[src/design/pnsc_pkg.sv]
// shared constants and types for the palette nearest scaler
// no dependencies

package pnsc_pkg;

  // destination texture is square, DEST_SIZE texels a side
  localparam int DEST_SIZE = 256;
  localparam int DEST_W    = 8;
  localparam int COL_STEP  = 2 * DEST_SIZE;

  localparam int MAX_COLS_DEF = 1024;
  localparam int MAX_ROWS_DEF = 1024;

  localparam int COLOR_W    = 32;
  localparam int PIX_W      = 8;
  localparam int CFG_W      = 11;
  localparam int CFG_IDX_W  = 1;
  localparam int FIFO_DEPTH = 4;

  // register indexes
  localparam logic [CFG_IDX_W-1:0] REG_SRC_COLS = 1'd0;
  localparam logic [CFG_IDX_W-1:0] REG_SRC_ROWS = 1'd1;

  localparam logic [CFG_W-1:0] SRC_COLS_RST = 11'd256;
  localparam logic [CFG_W-1:0] SRC_ROWS_RST = 11'd256;

  // input mode codes
  localparam logic MODE_PALETTE = 1'b0;
  localparam logic MODE_PIXEL   = 1'b1;

  typedef struct packed {
    logic empty;
    logic full;
    logic almost_full;
  } fifo_status_t;

endpackage

[src/design/pnsc_fifo.sv]
// short colour queue between the palette front end and the texel back end
// depends on pnsc_pkg

module pnsc_fifo #(
  parameter int DEPTH = pnsc_pkg::FIFO_DEPTH,
  parameter int WIDTH = pnsc_pkg::COLOR_W
) (
  input  logic                      clk,
  input  logic                      rst,
  input  logic                      push,
  input  logic [WIDTH-1:0]          push_data,
  input  logic                      pop,
  output logic [WIDTH-1:0]          pop_data,
  output pnsc_pkg::fifo_status_t    status
);

  localparam int PW = (DEPTH > 2) ? $clog2(DEPTH) : 1;
  localparam int NW = $clog2(DEPTH + 1);

  logic [WIDTH-1:0] slots [DEPTH];
  logic [PW-1:0]    wr_ptr;
  logic [PW-1:0]    rd_ptr;
  logic [NW-1:0]    count;

  always_ff @(posedge clk) begin
    if (push) begin
      slots[wr_ptr] <= push_data;
    end
  end

  always_ff @(posedge clk) begin
    if (rst) begin
      wr_ptr <= '0;
      rd_ptr <= '0;
      count  <= '0;
    end else begin
      if (push) begin
        wr_ptr <= (wr_ptr == PW'(DEPTH - 1)) ? '0 : wr_ptr + PW'(1);
      end
      if (pop) begin
        rd_ptr <= (rd_ptr == PW'(DEPTH - 1)) ? '0 : rd_ptr + PW'(1);
      end
      if (push && !pop) begin
        count <= count + NW'(1);
      end else if (pop && !push) begin
        count <= count - NW'(1);
      end
    end
  end

  assign pop_data           = slots[rd_ptr];
  assign status.empty       = (count == '0);
  assign status.full        = (count == NW'(DEPTH));
  assign status.almost_full = (count >= NW'(DEPTH - 1));

`ifndef SYNTHESIS
  a_no_overflow: assert property (@(posedge clk) disable iff (rst)
    push && !pop |-> !status.full)
    else $error("queue written while full");

  a_no_underflow: assert property (@(posedge clk) disable iff (rst)
    pop |-> !status.empty)
    else $error("queue read while empty");

  a_count_bound: assert property (@(posedge clk) disable iff (rst)
    count <= NW'(DEPTH))
    else $error("queue count out of range");
`endif

endmodule

[config.mk]
export PLATFORM = sky130hd
export DESIGN_NAME = pnsc_fifo
export DESIGN_NICKNAME = d
export VERILOG_FILES = /design/src/design/pnsc_pkg.sv /design/src/design/pnsc_fifo.sv
export SDC_FILE = /design/constraint.sdc
export NUM_CORES = 1
export LEC_CHECK = 0
export BUFFER_PORTS_ARGS = -buffer_cell sky130_fd_sc_hd__buf_2
export CELL_PAD_IN_SITES_DETAIL_PLACEMENT = 1
export CELL_PAD_IN_SITES_GLOBAL_PLACEMENT = 2
export CORE_MARGIN = 1.5
export CORE_UTILIZATION = 39
export DETAILED_ROUTE_END_ITERATION = 8
export HOLD_SLACK_MARGIN = 0.06
export PLACE_DENSITY_LB_ADDON = 0.12
export SYNTH_ARGS = -nofsm -noshare
export SYNTH_HDL_FRONTEND = slang
export SYNTH_SLANG_ARGS = --single-unit
[constraint.sdc]
create_clock -name clk -period 2.5 [get_ports clk]
set_clock_uncertainty 0.05 [all_clocks]
set_input_delay 0.125 -clock clk [delete_from_list [all_inputs] [get_ports clk]]
set_output_delay 0.125 -clock clk [all_outputs]
set_load 0.01 [all_outputs]
After elaboration in Yosys (flattened, before gate mapping)
Memories as Yosys holds them, arrays and structs flattened. A register that Yosys moved wholly into a read port is not among the register bits. Cells that the tools add are included.

Output and inout bits: 35. Register bits: 7. Input port bits: 36. Bits in writable memories: 128. Memories: 1. Logic and storage cells: 26.

Memory list: slots (depth 4, bits a word 32, read ports 1, clocked after memory_dff 1, write ports 1, line pnsc_fifo.sv:20) `logic [WIDTH-1:0] slots [DEPTH];`.

Magnitude comparators: 1. $add $sub $neg: 4. Muxes and demuxes: 8. Reduce and logical (&&, ||, !) cells: 6. Equality and inequality tests: 3.

Operator list (count): 2-bit 2-to-1 mux (4); 3-bit 2-to-1 mux (2); 2-bit by 1-bit adder with 2-bit output (second input constant) (2); 2-bit == test (second input constant) (2); 3-bit by 1-bit adder with 3-bit output (second input constant) (1); 3-bit == test (second input constant) (1); 3-bit by 2-bit >= comparator with 1-bit output (second input constant) (1); 3-bit zero test (1); 3-bit by 1-bit subtractor with 3-bit output (second input constant) (1); 1-bit logical AND (2); 1-bit zero test (2); 1-bit 2-to-1 mux (2); 2-bit nonzero test (1).

Depth between registers and ports, before layout
Word-level depth: 4. Depth in mapped cells: 7. Mapped depth without buffers: 7.

Worst setup path before layout
OpenSTA, ideal clock, no wires.

Kind: register -> register. Start point: reg wr_ptr[0]. End point: mem slots[3][0] (netlist name) (enable). Data arrival time: 1341 ps. Setup slack: 717 ps. Cell stages (with the launch flop): 3. Path buffers: 0. Path through: dfxtp_1 ha_1 and2_1.

RTL lines: start, declared (line pnsc_fifo.sv:21) `logic [PW-1:0] wr_ptr;`; start signal, assigned (line pnsc_fifo.sv:38) `wr_ptr <= (wr_ptr == PW'(DEPTH - 1)) ? '0 : wr_ptr + PW'(1);`; end, declared (line pnsc_fifo.sv:20).

No word-level cell before the write port.

==> results.md <==
* Status: finished clean
* DR vias at between 2000 and 3000
* Buffers on Ports at 70
* Remaining Overflow, GRT at 0
* Cell taking the most area after synthesis: edfxtp_1
* Grt peak-use layer: met2
* Slew @ Worst Pin at approximately 600 ps
* Yosys warns at 0
* Root buf cell: clkbuf_16
* Clock sink count at 137
* CP Launch Type: flop
* Mapped Avg Cell Area at 24.1 µm²
* Synthesis-stage register bit count at between 100 and 150
* Die W at 117 µm
* Worst path required time at 2330 ps
* Leak at approximately 0.0023 µW
* Largest net degree at the start of global routing at 33
* WL final at between 9000 and 10000 µm
* EDFF count, synth at 128
* Global Route met3 Usage at about 3.9%
* Starting Density at between 40% and 50%
* Design Power at approximately 5600 µW
* Worst-path clk slew at roughly 60 ps
* # IOs at 71
* Post-CTS Setup Bufs at 0
* Core Area at approximately 13000 µm²
* Post_cts resized at 0
* Area grow syn2layout at 29.2%
* Synth async-reset ratio at 0%
* Final Instance Area at ~6600 µm²
* Final setup vio count at 0
* Part of the Yosys area used for sequential elements at roughly 79%
* 1st-pass router iterations at 4
* Antenna violation net count after detailed routing at 0
* Syn Inst Count at about 210
* Fin. max-slew vios at 0
* Max Root-Sink Buffers at 2
* RSZ-0062 raised after global routing: false
* CTS tree: yes
* Diode count at 0
* GPL Wtd Cong at approximately 0.69
* Synth area leaders: edfxtp_1 75%, mux4_2 13%, dfxtp_1 3.5%
* Synth Flop Type: edfxtp_1
* Initial antenna violation count at 0
* Most frequent cells after synthesis: 128 x edfxtp_1, 30 x mux4_2, 9 x dfxtp_1, 7 x nor2_1, 6 x ha_1
* Crit end category: output pin
* TritonCTS Buffers at 17
* Power Dens Cells at between 800 and 900 nW/µm²
* Routed WL per cell at 18.6 µm
* Post-synth top area share at 75.3%
* Placed inst area at approximately 5700 µm²
* Period utilization at between 80% and 90%
* Final-report hold violation count at 0
* Max-cap violations at 0
* HP Class: in -> reg
* Vias in the first global route at about 2800
* Syn_nets at approximately 260
* Multi-input logic area at between 900 and 1000 µm²
* Max IR drop VDD at between 0.4 and 0.5 mV
* All-layer global routing usage at 15.5%
* Critical Path Fanout Max at 18
* Die area at roughly 14000 µm²
* Nets@finish at roughly 380
* Final core utilization at about half
* First-pass GRT wire length at 15600 µm
* Min cycle time layout at a little over 2000 ps
* Share of cells above drive strength 1 at between 40% and 50%
* WS Path Type: reg -> out
* Slew headroom at 60.8%
* Die Ht at roughly 120 µm
* GR Layer Usage met1 at 19.0%
* Starting DRT DRC Count at between 90 and 100
* Netlist cell types at 20
* Top-count cell post-synth: edfxtp_1
* Met2 usage in global routing at about a quarter
* Clock Latency Late Sink at a little over 400 ps
* H-Tree Depth at 4
* Syn Std Cell Area at between 5000 and 6000 µm²
* Vias/cell at around 4.8
* Critical path arrival at ~1900 ps
* Row Count at 41
* Max Fclk at around 0.5 GHz
* Post-DP HPWL at around 6000 µm
* Hold-fix buffers, CTS at 35
* Register area at a little over 4000 µm²
* Fillers at about 1200
* Post-route DRC at 0
* Setup_tns at 0 ps
-- sequential cells by signal (all words and copies together) (netlist names), named ones only --
name    cells
wr_ptr      2
count       3
rd_ptr      2
slots     128
-- layer usage --
layer / share of wire (%) / wire [µm] / vias up
met3: 3.1 / 300 / 17
li1: - / - / 1143
met2: 52 / 5090 / 51
met4: 1.8 / 176 / 0
met5: 0 / 0 / -
met1: 43 / 4150 / 1306
-- area by class of cell --
type	instances	area share, %
Tap cell	172	3.26
Timing Repair Buffer	115	11.9
Clock inverter	12	2.01
Inverter	4	0.228
Sequential cell	137	61.0
Multi-Input combinational cell	64	14.9
Clock buffer	19	6.56
-- metrics by stage --
step	hold slack, ps	cells	setup WS, ps
floorplan	144	212	717
global placement	289	457	754
detailed placement	302	457	737
CTS	404	523	384
global route	429	523	336
finish	424	523	465
-- report_power, final --
group	switching, µW	total [µW]	leakage [µW]	internal [µW]
Combinational	246	497	0.000811	251
Clock	857	2400	0.000276	1540
Sequential	47.8	2670	0.00125	2630
-- cells in the final DEF (no fill, tap or decap) --
cell type      count
a21o_1             1
clkinvlp_4         1
mux2i_1            4
and2_2             4
clkbuf_1           2
fa_1               1
nor2_1             7
nor3_1             1
or3_1              1
dfxtp_1            7
xor2_1             2
inv_1              4
nor3b_1            2
buf_4              9
dlygate4sd3_1     35
o21ai_0            1
clkinv_2           4
edfxtp_1         128
a21oi_1            2
dfxtp_2            2
mux4_2            30
clkinv_1           4
buf_12             1
ha_1               6
bufinv_16          3
clkbuf_16         17
mux4_1             2
buf_2             70
-- critical path, cell delays in order (launching register included) --
cell and delay (ps):
dfxtp_2 650, buf_4 310, mux4_2 330, buf_2 160
-- logic make-up (layout without fill, tap and decap cells) --
kind of cell	Yosys count	after routing	share of synthesized area [%]
xor gates and xnor gates	2	2	0.343
DFF	137	137	78.8
buffers and inverters	11	150	1.98
AOI/OAI and AO/OA	4	4	0.441
muxes	36	36	15.0
adders and majority gates	7	7	1.86
and+or+nand+nor	15	15	1.52
-- path summary, 6_finish.rpt --
| kind | start | to | slack, ps | cells after the start |
|---|---|---|---|---|
| setup / recovery | flop | pop_data[25] | 470 | 3 |
| hold / removal | push_data[20] | slots[2][20]$_DFFE_PP_ | 420 | 2 |
| setup reg to reg | wr_ptr[0]$_SDFFE_PP0P_ | slots[2][5]$_DFFE_PP_ | 760 | 4 |
| hold reg to reg | rd_ptr[1]$_SDFFE_PP0P_ | flop | 490 | 2 |
Power figures use the tool's default switching activity.
