--- src/design/pnsc_pkg.sv ---
// shared constants and types for the palette nearest scaler
// no dependencies

package pnsc_pkg;

  // destination texture is square, DEST_SIZE texels a side
  localparam int DEST_SIZE = 256;
  localparam int DEST_W    = 8;
  localparam int COL_STEP  = 2 * DEST_SIZE;

  localparam int MAX_COLS_DEF = 1024;
  localparam int MAX_ROWS_DEF = 1024;

  localparam int COLOR_W    = 32;
  localparam int PIX_W      = 8;
  localparam int CFG_W      = 11;
  localparam int CFG_IDX_W  = 1;
  localparam int FIFO_DEPTH = 4;

  // register indexes
  localparam logic [CFG_IDX_W-1:0] REG_SRC_COLS = 1'd0;
  localparam logic [CFG_IDX_W-1:0] REG_SRC_ROWS = 1'd1;

  localparam logic [CFG_W-1:0] SRC_COLS_RST = 11'd256;
  localparam logic [CFG_W-1:0] SRC_ROWS_RST = 11'd256;

  // input mode codes
  localparam logic MODE_PALETTE = 1'b0;
  localparam logic MODE_PIXEL   = 1'b1;

  typedef struct packed {
    logic empty;
    logic full;
    logic almost_full;
  } fifo_status_t;

endpackage

--- src/design/pnsc_back.sv ---
// back end: walks source position, emits the texels each pixel selects
// depends on pnsc_pkg

module pnsc_back #(
  parameter int MAX_COLS = pnsc_pkg::MAX_COLS_DEF,
  parameter int MAX_ROWS = pnsc_pkg::MAX_ROWS_DEF
) (
  input  logic                                      clk,
  input  logic                                      rst,
  input  logic                                      restart,
  input  logic [$clog2(MAX_COLS + 1)-1:0]           cols,
  input  logic [$clog2(MAX_ROWS + 1)-1:0]           rows,
  input  pnsc_pkg::fifo_status_t                    fifo_st,
  input  logic [pnsc_pkg::COLOR_W-1:0]              job_data,
  output logic                                      pop,
  output logic                                      out_valid,
  input  logic                                      out_ready,
  output logic [pnsc_pkg::DEST_W-1:0]               dest_row,
  output logic [pnsc_pkg::DEST_W-1:0]               dest_col,
  output logic [pnsc_pkg::COLOR_W-1:0]              texel,
  output logic                                      last
);

  localparam int CW  = $clog2(MAX_COLS);
  localparam int ECW = $clog2(MAX_COLS + 1);
  localparam int RW  = (MAX_ROWS > 1) ? $clog2(MAX_ROWS) : 1;
  localparam int ERW = $clog2(MAX_ROWS + 1);
  localparam int DCW = pnsc_pkg::DEST_W + 1;
  localparam int CAW = $clog2(MAX_COLS * (2 * pnsc_pkg::DEST_SIZE + 3) + 1);
  localparam int RAW = $clog2((pnsc_pkg::DEST_SIZE + 1) * MAX_ROWS + 1);

  typedef enum logic [1:0] {
    ST_LOAD = 2'b01,
    ST_RUN  = 2'b10
  } back_state_t;

  back_state_t                  state;
  logic [CW-1:0]                source_col;
  logic [RW-1:0]                source_row;
  logic [DCW-1:0]               next_dest_row;
  logic [RAW-1:0]               row_acc;
  logic [RAW-1:0]               row_limit;
  logic [DCW-1:0]               next_dest_col;
  logic [CAW-1:0]               col_acc;
  logic [CAW-1:0]               col_limit;
  logic [pnsc_pkg::COLOR_W-1:0] job_color;
  logic                         job_sel;

  logic           slot_free;
  logic           step_cond;
  logic           more;
  logic           advance;
  logic           emit;
  logic           finish;
  logic           sel_now;
  logic           row_end;
  logic           frame_end;
  logic [CAW-1:0] col_acc_next;
  logic [DCW-1:0] next_dest_col_next;

  assign slot_free = !out_valid || out_ready;

  // col_acc holds cols*(2j+1), col_limit holds (source_col+1)*2*DEST_SIZE
  assign col_acc_next       = col_acc + (CAW'(cols) << 1);
  assign next_dest_col_next = next_dest_col + DCW'(1);
  assign step_cond = (next_dest_col < DCW'(pnsc_pkg::DEST_SIZE)) && (col_acc < col_limit);
  assign more = (next_dest_col_next < DCW'(pnsc_pkg::DEST_SIZE))
                && (col_acc_next < col_limit);

  assign advance = (state == ST_RUN) && step_cond && (!job_sel || slot_free);
  assign emit    = advance && job_sel;
  assign finish  = (state == ST_RUN) && (!step_cond || (advance && !more));
  assign pop     = (state == ST_LOAD) && !fifo_st.empty;

  // row selection only thins rows when the frame is taller than the texture
  assign sel_now = (next_dest_row < DCW'(pnsc_pkg::DEST_SIZE))
                   && ((int'(rows) <= pnsc_pkg::DEST_SIZE) || (row_acc < row_limit));

  assign row_end   = (ECW'(source_col) + ECW'(1)) >= cols;
  assign frame_end = (ERW'(source_row) + ERW'(1)) >= rows;

  always_ff @(posedge clk) begin
    if (rst || restart) begin
      state         <= ST_LOAD;
      source_col    <= '0;
      source_row    <= '0;
      next_dest_row <= '0;
      row_acc       <= '0;
      row_limit     <= RAW'(pnsc_pkg::DEST_SIZE);
      next_dest_col <= '0;
      col_acc       <= CAW'(cols);
      col_limit     <= CAW'(pnsc_pkg::COL_STEP);
    end else begin
      case (state)
        ST_LOAD: begin
          if (pop) begin
            job_color <= job_data;
            job_sel   <= sel_now;
            state     <= ST_RUN;
          end
        end
        ST_RUN: begin
          if (advance && !(finish && row_end)) begin
            next_dest_col <= next_dest_col_next;
            col_acc       <= col_acc_next;
          end
          if (finish) begin
            state <= ST_LOAD;
            if (row_end) begin
              source_col    <= '0;
              next_dest_col <= '0;
              col_acc       <= CAW'(cols);
              col_limit     <= CAW'(pnsc_pkg::COL_STEP);
              if (frame_end) begin
                source_row    <= '0;
                next_dest_row <= '0;
                row_acc       <= '0;
                row_limit     <= RAW'(pnsc_pkg::DEST_SIZE);
              end else begin
                source_row <= source_row + RW'(1);
                row_limit  <= row_limit + RAW'(pnsc_pkg::DEST_SIZE);
                if (job_sel) begin
                  next_dest_row <= next_dest_row + DCW'(1);
                  row_acc       <= row_acc + RAW'(rows);
                end
              end
            end else begin
              source_col <= source_col + CW'(1);
              col_limit  <= col_limit + CAW'(pnsc_pkg::COL_STEP);
            end
          end
        end
        default: begin
          state <= ST_LOAD;
        end
      endcase
    end
  end

  // output register
  always_ff @(posedge clk) begin
    if (rst) begin
      out_valid <= 1'b0;
    end else if (emit) begin
      out_valid <= 1'b1;
    end else if (out_ready) begin
      out_valid <= 1'b0;
    end
  end

  always_ff @(posedge clk) begin
    if (emit) begin
      dest_row <= next_dest_row[pnsc_pkg::DEST_W-1:0];
      dest_col <= next_dest_col[pnsc_pkg::DEST_W-1:0];
      texel    <= job_color;
      last     <= !more;
    end
  end

`ifndef SYNTHESIS
  a_col_bound: assert property (@(posedge clk) disable iff (rst)
    next_dest_col <= DCW'(pnsc_pkg::DEST_SIZE))
    else $error("destination column ran past the texture");

  a_emit_from_run: assert property (@(posedge clk) disable iff (rst)
    $rose(out_valid) |-> $past(state) == ST_RUN && $past(job_sel))
    else $error("texel emitted outside a selected pixel");
`endif

endmodule

--- config.mk ---
export PLATFORM = sky130hd
export DESIGN_NAME = pnsc_back
export DESIGN_NICKNAME = d
export VERILOG_FILES = /design/src/design/pnsc_pkg.sv /design/src/design/pnsc_back.sv
export SDC_FILE = /design/constraint.sdc
export NUM_CORES = 1
export LEC_CHECK = 0
export BUFFER_PORTS_ARGS = -buffer_cell sky130_fd_sc_hd__buf_4
export CAP_MARGIN = 5
export CORE_MARGIN = 2
export CORE_UTILIZATION = 53
export DETAILED_ROUTE_END_ITERATION = 16
export GPL_TIMING_DRIVEN = 0
export HOLD_SLACK_MARGIN = 0.15
export PLACE_DENSITY = 0.76
export SLEW_MARGIN = 10
export SYNTH_ARGS = -nofsm -noshare
export SYNTH_HDL_FRONTEND = slang
export SYNTH_SLANG_ARGS = --single-unit
--- constraint.sdc ---
create_clock -name clk -period 4.75 [get_ports clk]
set_clock_uncertainty 0.2 [all_clocks]
set_input_delay 0.7125 -clock clk [delete_from_list [all_inputs] [get_ports clk]]
set_output_delay 0.7125 -clock clk [all_outputs]
set_load 0.02 [all_outputs]
# Word-level counts from Yosys, hierarchy flattened
# Index checks and enable logic that the tools add are counted.
# classes
add_sub_neg,10
mul,0
n_div,0
order_cmp,9
n_eq_ne,4
shift,0
mux,21
bitwise_logic,1
reduce_logical,30
# op_table
cell,n
$mux 20,4
$mux 19,3
$mux 9,5
$lt 20x20->1,2
$lt 9x9->1 const B,3
$add 10x1->11 const B,2
$ge 11x11->1,2
$mux 11,2
$add 10x1->10 const B,2
$add 20x10->20 const B,1
$add 20x12->20,1
$mux 10,2
$add 19x11->19,1
$add 19x9->19 const B,1
$lt 19x19->1,1
$add 9x1->9 const B,2
$le 11x9->1 const B,1
$logic_and 1x1->1,11
$logic_not 1->1,6
$reduce_and 3->1,2
$reduce_bool 2->1,3
$logic_or 1x1->1,5
$mux 2,2
$ne 2x2->1 const B,2
other kinds (7),9
# totals
register_bits,201
latch_bits,0
mem_bits_rw,0
mem_bits_ro,0
out_inout_bits,51
elab_cells,92
mem_count,0

# Depth between registers and ports, before layout
# Gate-level depths: netlist of the first run.
# logic_depth
depth_word,15
mapped_depth,22
depth_no_buf,21

# Worst setup path before layout of the first run
# OpenSTA, ideal clock, no wires.
# synth_path
path_type,input to register
from,input port cols[0]
to,register col_acc[2] (data pin)
t_arrival_ns,4.377
required_ns,4.294
setup_slack_ns,-0.083
path_stages,22
n_path_buf,1
cell_sequence,ha_1 > inv_1 > fa_1 > nor2b_1 > o21a_1 > a311o_1 > o31ai_2 > o2111ai_1 > nand3_1 > xnor2_1 > ha_1 > nand3_1 > nand2_1 > a2111oi_2 > a21oi_2 > o21ai_2 > nor2_2 > nor2_8 > inv_2 > buf_4 > nand2_1 > o21ai_2
# synth_between
elab_chain_len,15
word_cells_on_any_way,16
cone_classes,add/sub: 1; order compare: 2; mux: 5; reduce/logical: 8
# synth_rtl
item,line_no,source
"start, declared",pnsc_back.sv:11,"input logic [$clog2(MAX_COLS + 1)-1:0] cols,"
$add 20x12->20,pnsc_back.sv:64,assign col_acc_next = col_acc + (CAW'(cols) << 1);
$lt 20x20->1,pnsc_back.sv:68,&& (col_acc_next < col_limit);
$logic_and 1x1->1,pnsc_back.sv:68,
$logic_not 1->1,pnsc_back.sv:72,assign finish = (state == ST_RUN) && (!step_cond || (advance && !more));
$logic_and 1x1->1,pnsc_back.sv:72,
$logic_or 1x1->1,pnsc_back.sv:72,
$logic_and 1x1->1,pnsc_back.sv:72,
$logic_and 1x1->1,pnsc_back.sv:103,if (advance && !(finish && row_end)) begin
$logic_not 1->1,pnsc_back.sv:103,
$logic_and 1x1->1,pnsc_back.sv:103,
$mux 20,pnsc_back.sv:103,
$mux 20,pnsc_back.sv:109,if (row_end) begin
$mux 20 (*),pnsc_back.sv:107,if (finish) begin
$mux 11 (*),pnsc_back.sv:94,case (state)
$mux 11 (*),pnsc_back.sv:83,if (rst || restart) begin
"end signal, assigned",pnsc_back.sv:91,col_acc <= CAW'(cols);
"end signal, assigned",pnsc_back.sv:105,col_acc <= col_acc_next;
"end signal, assigned",pnsc_back.sv:112,col_acc <= CAW'(cols);
"end, declared",pnsc_back.sv:44,logic [CAW-1:0] col_acc;
# Every way passes the cells marked *; elsewhere a longest branch is shown, timed or not. The select of a mux whose other input is x is not followed.
# A chain may end at the register's enable or synchronous reset.

# Final worst setup path of the first run
# layout_path
from,register col_acc[2]
to,register row_acc[9]
# layout_between
elab_chain_len,8
word_cells_on_any_way,13
cone_classes,add/sub: 1; order compare: 2; reduce/logical: 10
# layout_rtl
item,line_no,source
$add 20x12->20 / $lt 20x20->1 (equally long branches),"pnsc_back.sv:64, pnsc_back.sv:66",
$lt 20x20->1 / $logic_and 1x1->1 (equally long branches),"pnsc_back.sv:68, pnsc_back.sv:66",
$logic_and 1x1->1 (on tied branches),"pnsc_back.sv:68, pnsc_back.sv:70",
$logic_not 1->1 / $logic_and 1x1->1 (equally long branches),"pnsc_back.sv:72, pnsc_back.sv:70",
$logic_and 1x1->1,pnsc_back.sv:72,
$logic_or 1x1->1 (*),pnsc_back.sv:72,
$logic_and 1x1->1 (*),pnsc_back.sv:72,
$reduce_and 4->1 (no source line) (*),--,
"end signal, assigned",pnsc_back.sv:124,row_acc <= row_acc + RAW'(rows);
"end, declared",pnsc_back.sv:41,logic [RAW-1:0] row_acc;
# Every way passes the cells marked *; elsewhere a longest branch is shown, timed or not.

==> results of run 1 <==
## cells in the final DEF (no fill, tap or decap), types with 4 or more instances in the layout
cell       synthesis  routed
buf_4              3     127
nor2_1           101     101
edfxtp_1          92      92
dfxtp_1           91      91
ha_1              83      81
nand2_1           67      65
xnor2_1           61      61
inv_1             52      51
a21oi_1           35      33
nand3_1           34      32
xor2_1            32      32
nor3_1            27      26
o21ai_0           23      21
nand4_1           21      21
clkbuf_16          0      17
and3_1            13      13
o21ai_2           11      11
mux2i_1           11      11
nor4_1            14      11
o21a_1            10      10
a32oi_1            9       9
clkbuf_1          11       8
a32o_1             8       8
buf_6              2       7
a21o_1             7       7
or3_1              7       7
a211oi_1           7       6
nand2b_1           6       6
and2_1             8       6
buf_2              8       5
clkinv_8           0       5
nor2b_1            5       4
## power by group through the flow
stage	clock network [W]	registers (W)	logic [W]
floorplan	0	0.00172	0.000167
CTS	0.00152	0.00168	0.000267
detailed placement	0	0.00172	0.000257
global route	0.00158	0.00168	0.000320
finish	0.00150	0.00168	0.000287
global placement	0	0.00172	0.000252
## critical path, cell delays in order (launching register included)
cell and delay (ns):
edfxtp_1 0.39, ha_1 0.32, a211oi_2 0.19, o21bai_1 0.11, o31a_1 0.27, a41o_1 0.26, o41a_1 0.39, nand2_1 0.10
xnor2_1 0.07, ha_1 0.35, a21oi_2 0.17, nand2_2 0.08, a2111oi_4 0.48, a21oi_2 0.14, o21ai_4 0.24, buf_6 0.16
nor3_4 0.05, buf_6 0.18, a32oi_1 0.22, nor2_1 0.06
## path summary, 6_finish.rpt
check                                             start                 endpoint  cells past startpoint
worst max-delay path               col_acc[2]$_DFFE_PP_  row_acc[9]$_SDFFE_PP0P_                     19
worst min-delay path            job_color[29]$_DFFE_PP_      texel[29]$_DFFE_PP_                      0
worst max register to register     col_acc[2]$_DFFE_PP_  row_acc[9]$_SDFFE_PP0P_                     19
worst min register to register  job_color[29]$_DFFE_PP_      texel[29]$_DFFE_PP_                      0
## cell families (layout without fill, tap and decap cells)
family	after synthesis	after routing	synth area share, %
buffers and inverters	79	236	3.52
AND/OR/NAND/NOR	319	319	16.2
flip-flops	183	183	48.4
AO/OA/AOI/OAI	141	141	10.6
adder cells (fa/ha/maj)	85	85	11.4
XOR/XNOR	93	93	8.61
multiplexers	11	11	1.16
## layer usage
metal	GRT usage, %	vias to the layer above
met5	0	-
met4	7.04	0
met3	5.41	20
met2	37.3	178
met1	29.7	3434
li1	-	3575
## layout make-up
| cell class | count | share of cell area, % |
|---|---|---|
| repair buffers | 127 | 8.39 |
| well taps | 225 | 2.44 |
| flip-flops and latches | 183 | 39.7 |
| multi-input cells | 649 | 40.8 |
| plain buffers | 24 | 1.46 |
| inverters | 53 | 1.72 |
| clock inverters | 15 | 1.84 |
| clock buffers | 17 | 3.68 |
## timing repair
| action | 4_1_cts | 5_1_grt |
|---|---|---|
| endpoints found under the setup margin | 96 | 95 |
| gates resized for setup | 12 | 37 |
| setup buffers | 4 | 13 |
| pin swaps | 6 | 18 |
## stage by stage
step | hold WS, ns | TNS [ns] | cell area, sq um | worst slack, ns | std cells
2_1_floorplan | 0.200 | 0 | 9480 | 0.0306 | 911
3_3_place_gp | 0.200 | -63.47 | 10600 | -0.961 | 1245
3_5_place_dp | 0.205 | -67.96 | 10600 | -0.980 | 1246
4_1_cts | 0.211 | 0 | 11300 | 0.00454 | 1280
5_1_grt | 0.217 | -0.300 | 11600 | -0.0317 | 1293
6_report | 0.212 | 0 | 11600 | 0.174 | 1293
## sequential cells by signal (all words and copies together), names as in the netlist
register / flops
last: 1
job_color: 32
col_acc: 19
texel: 32
next_dest_col: 9
col_limit: 11
source_col: 10
job_sel: 1
dest_row: 8
state: 2
next_dest_row: 9
row_acc: 19
out_valid: 1
row_limit: 11
dest_col: 8
source_row: 10
## Yosys cell counts, types with 3 or more instances
cell type / number
edfxtp_1: 92
xnor2_1: 61
o211ai_1: 3
or2_2: 3
and3_1: 13
a2111oi_0: 3
a211oi_1: 7
a32o_1: 8
ha_1: 83
mux2i_1: 11
buf_2: 8
xor2_1: 32
o21ai_2: 11
or4_1: 3
a21o_1: 7
and2_1: 8
nand2b_1: 6
clkbuf_1: 11
o21bai_1: 3
nor2b_1: 5
nand3_1: 34
o21a_1: 10
nand2_1: 67
nand4_1: 21
buf_4: 3
nor3_1: 27
a21oi_1: 35
a32oi_1: 9
or3_1: 7
dfxtp_1: 91
o21ai_0: 23
and4_1: 3
nor4_1: 14
inv_1: 52
nor2_1: 101
==> reports/metrics.csv, run 1 <==
stage,metric,value,unit
outcome,outcome,"finished, final reports clean",
yosys,"Async S/R FF share, synth",0,%
yosys,Post-synth EDFFs,92,
timing,Max Freq,0.219,GHz
grt,Total GRT Usage,22.7,%
timing,min Tclk post-route,4.58,ns
clock_tree,H-tree Lvls,4,
die,core area,17400,sq um
die,Die X,138,microns
routing,Vias/cell,5.57,
die,die area,18900,sq um
power_and_ir_drop,Comb power frac,8.3,%
power_and_ir_drop,Sw Share,25.5,%
die,Die Ht,138,microns
timing,RSZ-0062 raised after global routing,yes,
routing,vias,7207,
critical_path,Worst Setup End Kind,flip-flop,
timing,endpoints failing setup,0,
die,Initial Util,54.5,%
routing,DR top layer,met4,
routing,wl on met1,9250,microns
power_and_ir_drop,Int Power,0.00258,W
grt,largest net degree at the start of global routing,34,
placed_design,Port Buffer Count,109,
placed_design,GPL Wtd Cong,0.871,
timing,Pins Over Slew Limit,0,
power_and_ir_drop,P_leak,4.51,nW
routing,drt pass-1 iters,5,
clock_tree,Clock Sinks,183,
job,Max Cap Violations,0,
routing,Routed Antenna Nets,0,
grt,first-pass GRT wire length,33000,microns
yosys,Post-Syn Instances,911,
final_layout,Final Util,66.6,%
clock_tree,Root Driver,clkbuf_16,
die,I/O pins,112,
power_and_ir_drop,clock power share,43.2,%
critical_path,Crit Path Category,flip-flop to flip-flop,
critical_path,crit path DAT,4.69,ns
yosys,Mean Syn Cell Area,10.4,sq um
yosys,Syn Nets,1057,
routing,Routed WL,20700,microns
critical_path,Crit path required time,4.86,ns
routing,DRT iter0 DRCs,456,
yosys,Yosys top cell area share,29.2,%
routing,DR WL met2,10000,microns
yosys,post-synthesis sequential area ratio,48.4,%
clock_tree,CTS tree,built,
yosys,Synth area leaders,"edfxtp_1 (29%), dfxtp_1 (19%), ha_1 (11%)",
routing,wire per inst,16.0,microns
grt,grt ovf,0,
final_layout,P&R area growth vs syn,22.1,%
final_layout,FF/Latch Area,4580,sq um
routing,met3 WL,1160,microns
yosys,Yosys top cell by area,edfxtp_1,
yosys,Synth Register Bits,183,
final_layout,filler instances,1311,
placed_design,DP HPWL,14700,microns
power_and_ir_drop,sequential group share of total power,48.5,%
final_layout,n_diodes,0,
yosys,Main synth FF type,edfxtp_1,
timing,Slew @ Worst Pin,0.923,ns
timing,Slew HR,38.0,%
critical_path,worst-path fanout max,10,
yosys,mapped cell area,9460,sq um
power_and_ir_drop,Total Power,0.00346,W
final_layout,multi-input logic area,4710,sq um
clock_tree,Worst-path clk slew,0.08,ns
clock_tree,cts bufs inserted,17,
final_layout,nets,1201,
timing,final worst-path cycle share,96.3,%
timing,final hold violation count,0,
yosys,synth unique cells,64,
clock_tree,clock latency on the worst-skew pair,0.45,ns
final_layout,fraction of layout cells with a size suffix above 1,20.5,%
yosys,Ys Warns,0,
die,row count,48,
power_and_ir_drop,Max VDD drop,0.271,mV
grt,vias in the first global route,6725,
clock_tree,deepest clock path buffer count,2,
worst_hold_path,Hold Path Class,flip-flop to flip-flop,
clock_tree,Hold Buf Count CTS,0,
power_and_ir_drop,P per Cell Area,300,nW/um^2
power_and_ir_drop,switching pwr,0.000884,W
routing,drc violations,0,
grt,initial antenna violation count,0,
critical_path,Worst Setup Start Kind,flip-flop,
critical_path,reg2reg setup slack,0.17,ns
Note: power is estimated with default switching activity, not from simulation.
==> inputs of run 2 (changes only) <==
--- a/config.mk
+++ b/config.mk
@@ -8,11 +8,12 @@
 export BUFFER_PORTS_ARGS = -buffer_cell sky130_fd_sc_hd__buf_4
 export CAP_MARGIN = 5
 export CORE_MARGIN = 2
-export CORE_UTILIZATION = 53
+export CORE_UTILIZATION = 59
 export DETAILED_ROUTE_END_ITERATION = 16
 export GPL_TIMING_DRIVEN = 0
 export HOLD_SLACK_MARGIN = 0.15
-export PLACE_DENSITY = 0.76
+export PLACE_DENSITY = 0.81
+export SKIP_CTS_REPAIR_TIMING = 1
 export SLEW_MARGIN = 10
 export SYNTH_ARGS = -nofsm -noshare
 export SYNTH_HDL_FRONTEND = slang
==> constraint.sdc (replaced) <==
create_clock -name clk -period 5.08 [get_ports clk]
set_clock_uncertainty 0.2 [all_clocks]
set_input_delay 0.762 -clock clk [delete_from_list [all_inputs] [get_ports clk]]
set_output_delay 0.762 -clock clk [all_outputs]
set_load 0.1 [all_outputs]
==> run 2 against run 1 <==
Power decreased by 8.5%; count of clock-buffer cells in the layout increased by 1; first-iteration DRC count down 9.9%; sequential power shrank 7%; setup slack worse by 0.0090 ns; die area decreased by 9.9%; cell count shrank 1.6%; global-route usage up 2.2 points; critical path type is now input pin to flip-flop; largest power group unchanged; highest routed layer unchanged.
==> reports/metrics.csv, run 2 (same netlist as run 1, synthesis figures left out) <==
stage,metric,value,unit,change
die,I/O pins,112,,unchanged
critical_path,worst-path fanout max,10,,unchanged
power_and_ir_drop,Comb power frac,8.2,%,about the same
critical_path,Worst Setup Start Kind,input pin,,
timing,hold_ws,0.219,ns,+0.00647 ns
worst_hold_path,Hold Path Class,flip-flop to flip-flop,,
outcome,outcome,"finished, final reports clean",,
clock_tree,clock latency on the worst-skew pair,0.44,ns,about the same
timing,final worst-path cycle share,96.8,%,
critical_path,crit path DAT,4.92,ns,+0.23 ns
critical_path,Worst Setup End Kind,flip-flop,,
critical_path,R2R depth,20,,+1
timing,Slew HR,31.5,%,-6.5 points
routing,wire per inst,16.1,microns,+0.33%
die,die area,17100,sq um,-9.9%
die,core area,15800,sq um,-9.1%
routing,Routed Antenna Nets,0,,unchanged
power_and_ir_drop,clock power share,42.2,%,-1.0 points
timing,Slew @ Worst Pin,1.02,ns,+0.0964 ns
clock_tree,Worst-path clk slew,0.07,ns,about the same
final_layout,"most common cell after layout, fill and taps aside",buf_4,,
timing,Pins Over Slew Limit,0,,unchanged
critical_path,Crit path required time,5.08,ns,+0.22 ns
timing,Max Freq,0.203,GHz,
clock_tree,cts bufs inserted,17,,unchanged
placed_design,DP HPWL,14800,microns,+0.49%
grt,vias in the first global route,6865,,+2.1%
placed_design,GPL Wtd Cong,0.874,,+0.37%
power_and_ir_drop,sequential group share of total power,49.6,%,+1.1 points
die,Initial Util,60.0,%,+5.5 points
job,Max Cap Violations,0,,unchanged
timing,Setup WS post-layout,0.165,ns,-0.00901 ns
timing,min Tclk post-route,4.91,ns,
grt,Total GRT Usage,24.9,%,+2.2 points
critical_path,Slowest cell on crit path,o41a_1,,
timing,endpoints failing setup,0,,unchanged
clock_tree,Clock Sinks,183,,unchanged
placed_design,pre-CTS setup slack,-0.782,ns,+0.198 ns
critical_path,CP Buf/Inv Count,3,,+1
worst_hold_path,hold-critical path depth,0,,unchanged
critical_path,Reg2Reg Capture Point,col_acc[6]$_DFFE_PP_,,
clock_tree,deepest clock path buffer count,2,,unchanged
final_layout,nets,1189,,-1.0%
routing,vias,7173,,-0.47%
routing,Routed WL,20400,microns,-1.3%
power_and_ir_drop,Max VDD drop,0.287,mV,+6.0%
grt,first-pass GRT wire length,33000,microns,about the same
worst_hold_path,Worst Hold End,texel[17]$_DFFE_PP_,,
power_and_ir_drop,P per Cell Area,281,nW/um^2,-6.1%
die,Die X,131,microns,-5.1%
critical_path,"delay-heaviest family, CP",compound AO/OA/AOI/OAI gates,,
critical_path,Crit Path Category,input pin to flip-flop,,
timing,final hold violation count,0,,unchanged
critical_path,CP most frequent cell,nand2_1,,
routing,DRT iter0 DRCs,411,,-9.9%
final_layout,fraction of layout cells with a size suffix above 1,17.8,%,-2.7 points
die,Die Ht,131,microns,-5.1%
power_and_ir_drop,P_leak,4.40,nW,-2.5%
grt,initial antenna violation count,0,,unchanged
clock_tree,H-tree Lvls,4,,unchanged
grt,largest net degree at the start of global routing,36,,+5.9%
clock_tree,CTS tree,built,,
routing,drt pass-1 iters,5,,unchanged
final_layout,P&R area growth vs syn,19.0,%,
clock_tree,Root Driver,clkbuf_16,,
power_and_ir_drop,Int Power,0.00239,W,-7.5%
final_layout,largest registers,"job_color (32), texel (32)",,
routing,drc violations,0,,unchanged
die,row count,46,,-4.2%
critical_path,"Critical Path, Cell by Cell","buf_4, ha_1, a211oi_1, o21bai_1, o31a_1, a41o_1, o41a_1, nand2_1, xnor2_1, ha_1, a21oi_1, nand2_1, a2111oi_4, a21oi_2, o21ai_2, nor2_2, nor2_8, inv_2, buf_4, nand2_1, o21ai_2",,
final_layout,n_diodes,0,,unchanged
final_layout,most frequent cells in the layout,"buf_4 (117), nor2_1 (101), edfxtp_1 (92)",,
routing,Vias/cell,5.64,,+1.2%
power_and_ir_drop,Sw Share,24.8,%,-0.78 points
critical_path,RR Startpoint,col_acc[2]$_DFFE_PP_,,
critical_path,reg2reg setup slack,0.20,ns,+0.03 ns
final_layout,Final Util,71.4,%,+4.9 points
worst_hold_path,hold path start,job_color[17]$_DFFE_PP_,,
timing,RSZ-0062 raised after global routing,yes,,
critical_path,Worst path max stage delay,0.51,ns,+0.03 ns
placed_design,Port Buffer Count,109,,unchanged
power_and_ir_drop,switching pwr,0.000785,W,-11%
grt,grt ovf,0,,unchanged
[run 2: cell types whose count changed in the layout (fill, tap and decap cells not counted), sizes merged]
cell,previous run,this run
inv,60,62
clkbuf,26,28
buf,142,129
clkinv,7,3
clkinvlp,0,1
[run 2: routing by layer]
layer | vias to the layer above | global-route usage [%] | wire, microns
met3 | 35 | 4.76 | 999
met2 | 190 | 42.8 | 10200
li1 | 3549 | - | -
met4 | 0 | 8.39 | 378
met1 | 3399 | 31.7 | 8840
met5 | - | 0 | 0
[run 2: worst register-to-register path: cells and delay by family (launching register included)]
kind | cells | cell delay [ns]
buffers and inverters | 2 | 0.28
AND/OR/NAND/NOR | 5 | 0.58
adder cells (fa/ha/maj) | 2 | 0.61
AO/OA/AOI/OAI | 10 | 2.43
XOR/XNOR | 1 | 0.14
flip-flops | 1 | 0.41
[run 2: power groups by stage]
stage / Sequential, W / Clock (W) / Combinational (W)
finish: 0.00157 / 0.00134 / 0.000259
global route: 0.00157 / 0.00142 / 0.000286
CTS: 0.00157 / 0.00136 / 0.000252
detailed placement: 0.00161 / 0 / 0.000248
global placement: 0.00160 / 0 / 0.000241
floorplan: 0.00161 / 0 / 0.000159
[run 2: through the flow]
stage / setup TNS [ns] / area [sq um] / power (W) / std cells
5_1_grt: -0.505 / 11300 / 0.00328 / 1272
6_report: 0 / 11300 / 0.00317 / 1272
2_1_floorplan: 0 / 9460 / 0.00177 / 911
4_1_cts: -11.32 / 11200 / 0.00318 / 1269
3_3_place_gp: -42.32 / 10600 / 0.00185 / 1236
3_5_place_dp: -52.49 / 10600 / 0.00185 / 1237
[run 2: worst max-delay path by stage]
stage / from / end / slack, ns / cells past startpoint
detailed placement: cols[0] / next_dest_row[5]$_SDFFE_PP0P_ / -0.78 / 21
global placement: cols[0] / row_limit[12]$_SDFFE_PP0P_ / -0.70 / 21
floorplan: cols[0] / col_acc[2]$_DFFE_PP_ / 0.20 / 22
finish: cols[1] / col_acc[6]$_DFFE_PP_ / 0.17 / 21
CTS: cols[0] / next_dest_row[7]$_SDFFE_PP0P_ / -0.38 / 21
global route: cols[1] / col_acc[9]$_DFFE_PP_ / -0.05 / 21
[run 2: final cells by class]
class / instances / area (sq um)
Buffer: 23 / 124
Inverter: 53 / 199
Clock buffer: 18 / 429
Tap cell: 216 / 270
Timing Repair Buffer: 116 / 896
Sequential cell: 183 / 4580
Clock inverter: 14 / 173
Fill cell: 1191 / 4510
Multi-Input combinational cell: 649 / 4590
==> inputs of run 3 (changes only) <==
--- a/config.mk
+++ b/config.mk
@@ -5,14 +5,14 @@
 export SDC_FILE = /design/constraint.sdc
 export NUM_CORES = 1
 export LEC_CHECK = 0
-export BUFFER_PORTS_ARGS = -buffer_cell sky130_fd_sc_hd__buf_4
 export CAP_MARGIN = 5
 export CORE_MARGIN = 2
-export CORE_UTILIZATION = 59
+export CORE_UTILIZATION = 64
 export DETAILED_ROUTE_END_ITERATION = 16
+export DONT_BUFFER_PORTS = 1
 export GPL_TIMING_DRIVEN = 0
 export HOLD_SLACK_MARGIN = 0.15
-export PLACE_DENSITY = 0.81
+export PLACE_DENSITY = 0.8
 export SKIP_CTS_REPAIR_TIMING = 1
 export SLEW_MARGIN = 10
 export SYNTH_ARGS = -nofsm -noshare
==> run 3 against run 2 <==
Utilization increased by 1.0 points; wire length increased by 1.1%; count of clock-buffer cells in the layout decreased by 1; power increased by 0.91%; setup slack improved by 0.17 ns.
==> reports/metrics.csv, run 3 (same netlist as run 1, synthesis figures left out) <==
stage,metric,value,unit,change
die,Initial Util,65.4,%,+5.4 points
job,Max Cap Violations,0,,unchanged
critical_path,CP Buf/Inv Count,3,,unchanged
routing,drt pass-1 iters,5,,unchanged
power_and_ir_drop,Total Power,0.00320,W,+0.91%
die,row count,44,,-4.3%
critical_path,RR Startpoint,col_acc[2]$_DFFE_PP_,,
final_layout,fraction of layout cells with a size suffix above 1,8.76,%,-9.0 points
critical_path,Worst Setup Start Kind,flip-flop,,
die,die area,15800,sq um,-7.6%
critical_path,Worst Setup End Kind,flip-flop,,
timing,Max Freq,0.211,GHz,+3.6%
placed_design,GPL Wtd Cong,0.835,,-4.4%
placed_design,DP HPWL,14500,microns,-1.9%
clock_tree,Clock Sinks,183,,unchanged
routing,vias,6919,,-3.5%
final_layout,nets,1081,,-9.1%
routing,drc violations,0,,unchanged
grt,first-pass GRT wire length,33400,microns,+1.3%
grt,largest net degree at the start of global routing,35,,-2.8%
clock_tree,clock latency on the worst-skew pair,0.44,ns,about the same
final_layout,most frequent cells in the layout,"nor2_1 (101), edfxtp_1 (92), dfxtp_1 (91)",,
timing,endpoints failing setup,0,,unchanged
critical_path,CP most frequent cell,ha_1,,
clock_tree,cts bufs inserted,17,,unchanged
grt,Total GRT Usage,26.6,%,+1.7 points
clock_tree,Worst-path clk slew,0.08,ns,about the same
final_layout,filler instances,1000,,-16%
routing,Routed WL,20700,microns,+1.1%
critical_path,worst-path fanout max,10,,unchanged
critical_path,"delay-heaviest family, CP",compound AO/OA/AOI/OAI gates,,
worst_hold_path,Hold Path Class,input pin to flip-flop,,
timing,Setup WS post-layout,0.336,ns,+0.171 ns
worst_hold_path,hold path start,rst,,
outcome,outcome,"finished, final reports clean",,
final_layout,largest registers,"job_color (32), texel (32)",,
clock_tree,Root Driver,clkbuf_16,,
final_layout,"most common cell after layout, fill and taps aside",nor2_1,,
routing,wire per inst,18.2,microns,+13%
clock_tree,CTS tree,built,,
routing,Routed Antenna Nets,0,,unchanged
routing,Vias/cell,6.10,,+8.2%
timing,final worst-path cycle share,93.4,%,-3.4 points
grt,initial antenna violation count,2,,+2
final_layout,P&R area growth vs syn,10.9,%,
critical_path,crit path from,col_acc[2]$_DFFE_PP_,,
power_and_ir_drop,Max VDD drop,0.223,mV,-22%
die,Die X,126,microns,-3.9%
critical_path,Slowest cell on crit path,o41a_1,,
timing,min Tclk post-route,4.74,ns,-0.171 ns
critical_path,Crit path required time,5.21,ns,+0.13 ns
critical_path,"Critical Path, Cell by Cell","ha_1, a211oi_1, o21bai_1, o31a_1, a41o_1, o41a_1, buf_4, xor2_1, ha_1, nand4_1, a21oi_1, o21ai_1, a21o_1, a21oi_4, buf_12, nand2_1, o21ai_4, buf_2, nor2_1",,
critical_path,Crit Path Category,flip-flop to flip-flop,,
timing,Slew @ Worst Pin,0.983,ns,-0.0367 ns
timing,final hold violation count,0,,unchanged
placed_design,Port Buffer Count,0,,-100%
timing,Pins Over Slew Limit,0,,unchanged
placed_design,pre-CTS setup slack,-0.633,ns,+0.149 ns
timing,Slew HR,34.4,%,+2.9 points
routing,DRT iter0 DRCs,456,,+11%
die,core area,14500,sq um,-8.2%
clock_tree,H-tree Lvls,4,,unchanged
power_and_ir_drop,P_leak,3.90,nW,-11%
critical_path,Worst path max stage delay,0.46,ns,-0.05 ns
critical_path,crit path DAT,4.87,ns,-0.05 ns
clock_tree,deepest clock path buffer count,2,,unchanged
die,I/O pins,112,,unchanged
timing,RSZ-0062 raised after global routing,no,,
power_and_ir_drop,P per Cell Area,305,nW/um^2,+8.4%
grt,grt ovf,0,,unchanged
grt,vias in the first global route,6673,,-2.8%
die,Die Ht,126,microns,-3.9%
[run 3: changes by cell type in the layout (fill, tap and decap cells not counted)]
cell        before  now
o31ai_2          1    0
diode_2          0    2
buf_16           0    1
nand2_1         67   66
nand2_2          0    1
clkbuf_1         9    8
buf_4          117    8
clkinvlp_4       1    0
nor3b_2          0    1
clkinv_8         2    3
o31ai_4          0    1
nor3b_1          2    1
bufinv_16        1    2
[run 3: metrics by stage]
stage	hold WS, ns	setup TNS, ns	std cells	instance area [sq um]	util [%]
4_1_cts	0.189	-7.49	1129	10400	71.7
5_1_grt	0.196	0	1134	10500	72.5
3_3_place_gp	0.201	-44.08	1095	9690	66.9
2_1_floorplan	0.200	0	911	9460	-
6_report	0.201	0	1134	10500	72.5
3_5_place_dp	0.205	-41.61	1097	9750	67.3
[run 3: path summary, 6_finish.rpt]
check	slack (ns)	cells after the start	endpoint
worst min register to register	0.21	0	texel[9]$_DFFE_PP_
worst max register to register	0.34	19	row_acc[15]$_SDFFE_PP0P_
worst max-delay path	0.34	19	row_acc[15]$_SDFFE_PP0P_
worst min-delay path	0.20	1	out_valid$_SDFFE_PP0P_
[run 3: where the power goes]
group          switching [W]  leakage (nW)  internal (W)
registers          0.0000129          1.61       0.00156
clock network       0.000644         0.312      0.000762
logic               0.000127          1.98     0.0000876
[run 3: layout make-up]
| cell class | instances | area, sq um | area share, % |
|---|---|---|---|
| antenna | 2 | 5.00 | 0.0477 |
| buffer | 23 | 124 | 1.18 |
| clock buffer | 17 | 425 | 4.06 |
| clock inverter | 15 | 211 | 2.02 |
| inverter | 53 | 199 | 1.90 |
| multi-input combinational | 649 | 4610 | 43.9 |
| sequential | 183 | 4580 | 43.7 |
| tap | 184 | 230 | 2.19 |
| timing repair buffer | 8 | 105 | 1.00 |
[run 3: worst reg2reg max path, stage by stage, from the launching register on]
cell and delay [ns]:
edfxtp_1 0.41, ha_1 0.31, a211oi_1 0.21, o21bai_1 0.12, o31a_1 0.28, a41o_1 0.28
o41a_1 0.46, buf_4 0.18, xor2_1 0.13, ha_1 0.28, nand4_1 0.09, a21oi_1 0.14
o21ai_1 0.16, a21o_1 0.25, a21oi_4 0.17, buf_12 0.13, nand2_1 0.15, o21ai_4 0.28
buf_2 0.28, nor2_1 0.11
[run 3: layer usage]
| metal | wire length, microns | GRT usage [%] | up-vias |
|---|---|---|---|
| met5 | 0 | 0 | - |
| met4 | 415 | 9.74 | 0 |
| met3 | 1310 | 5.95 | 40 |
| met2 | 10100 | 43.7 | 228 |
| met1 | 8860 | 34.7 | 3310 |
| li1 | - | - | 3341 |
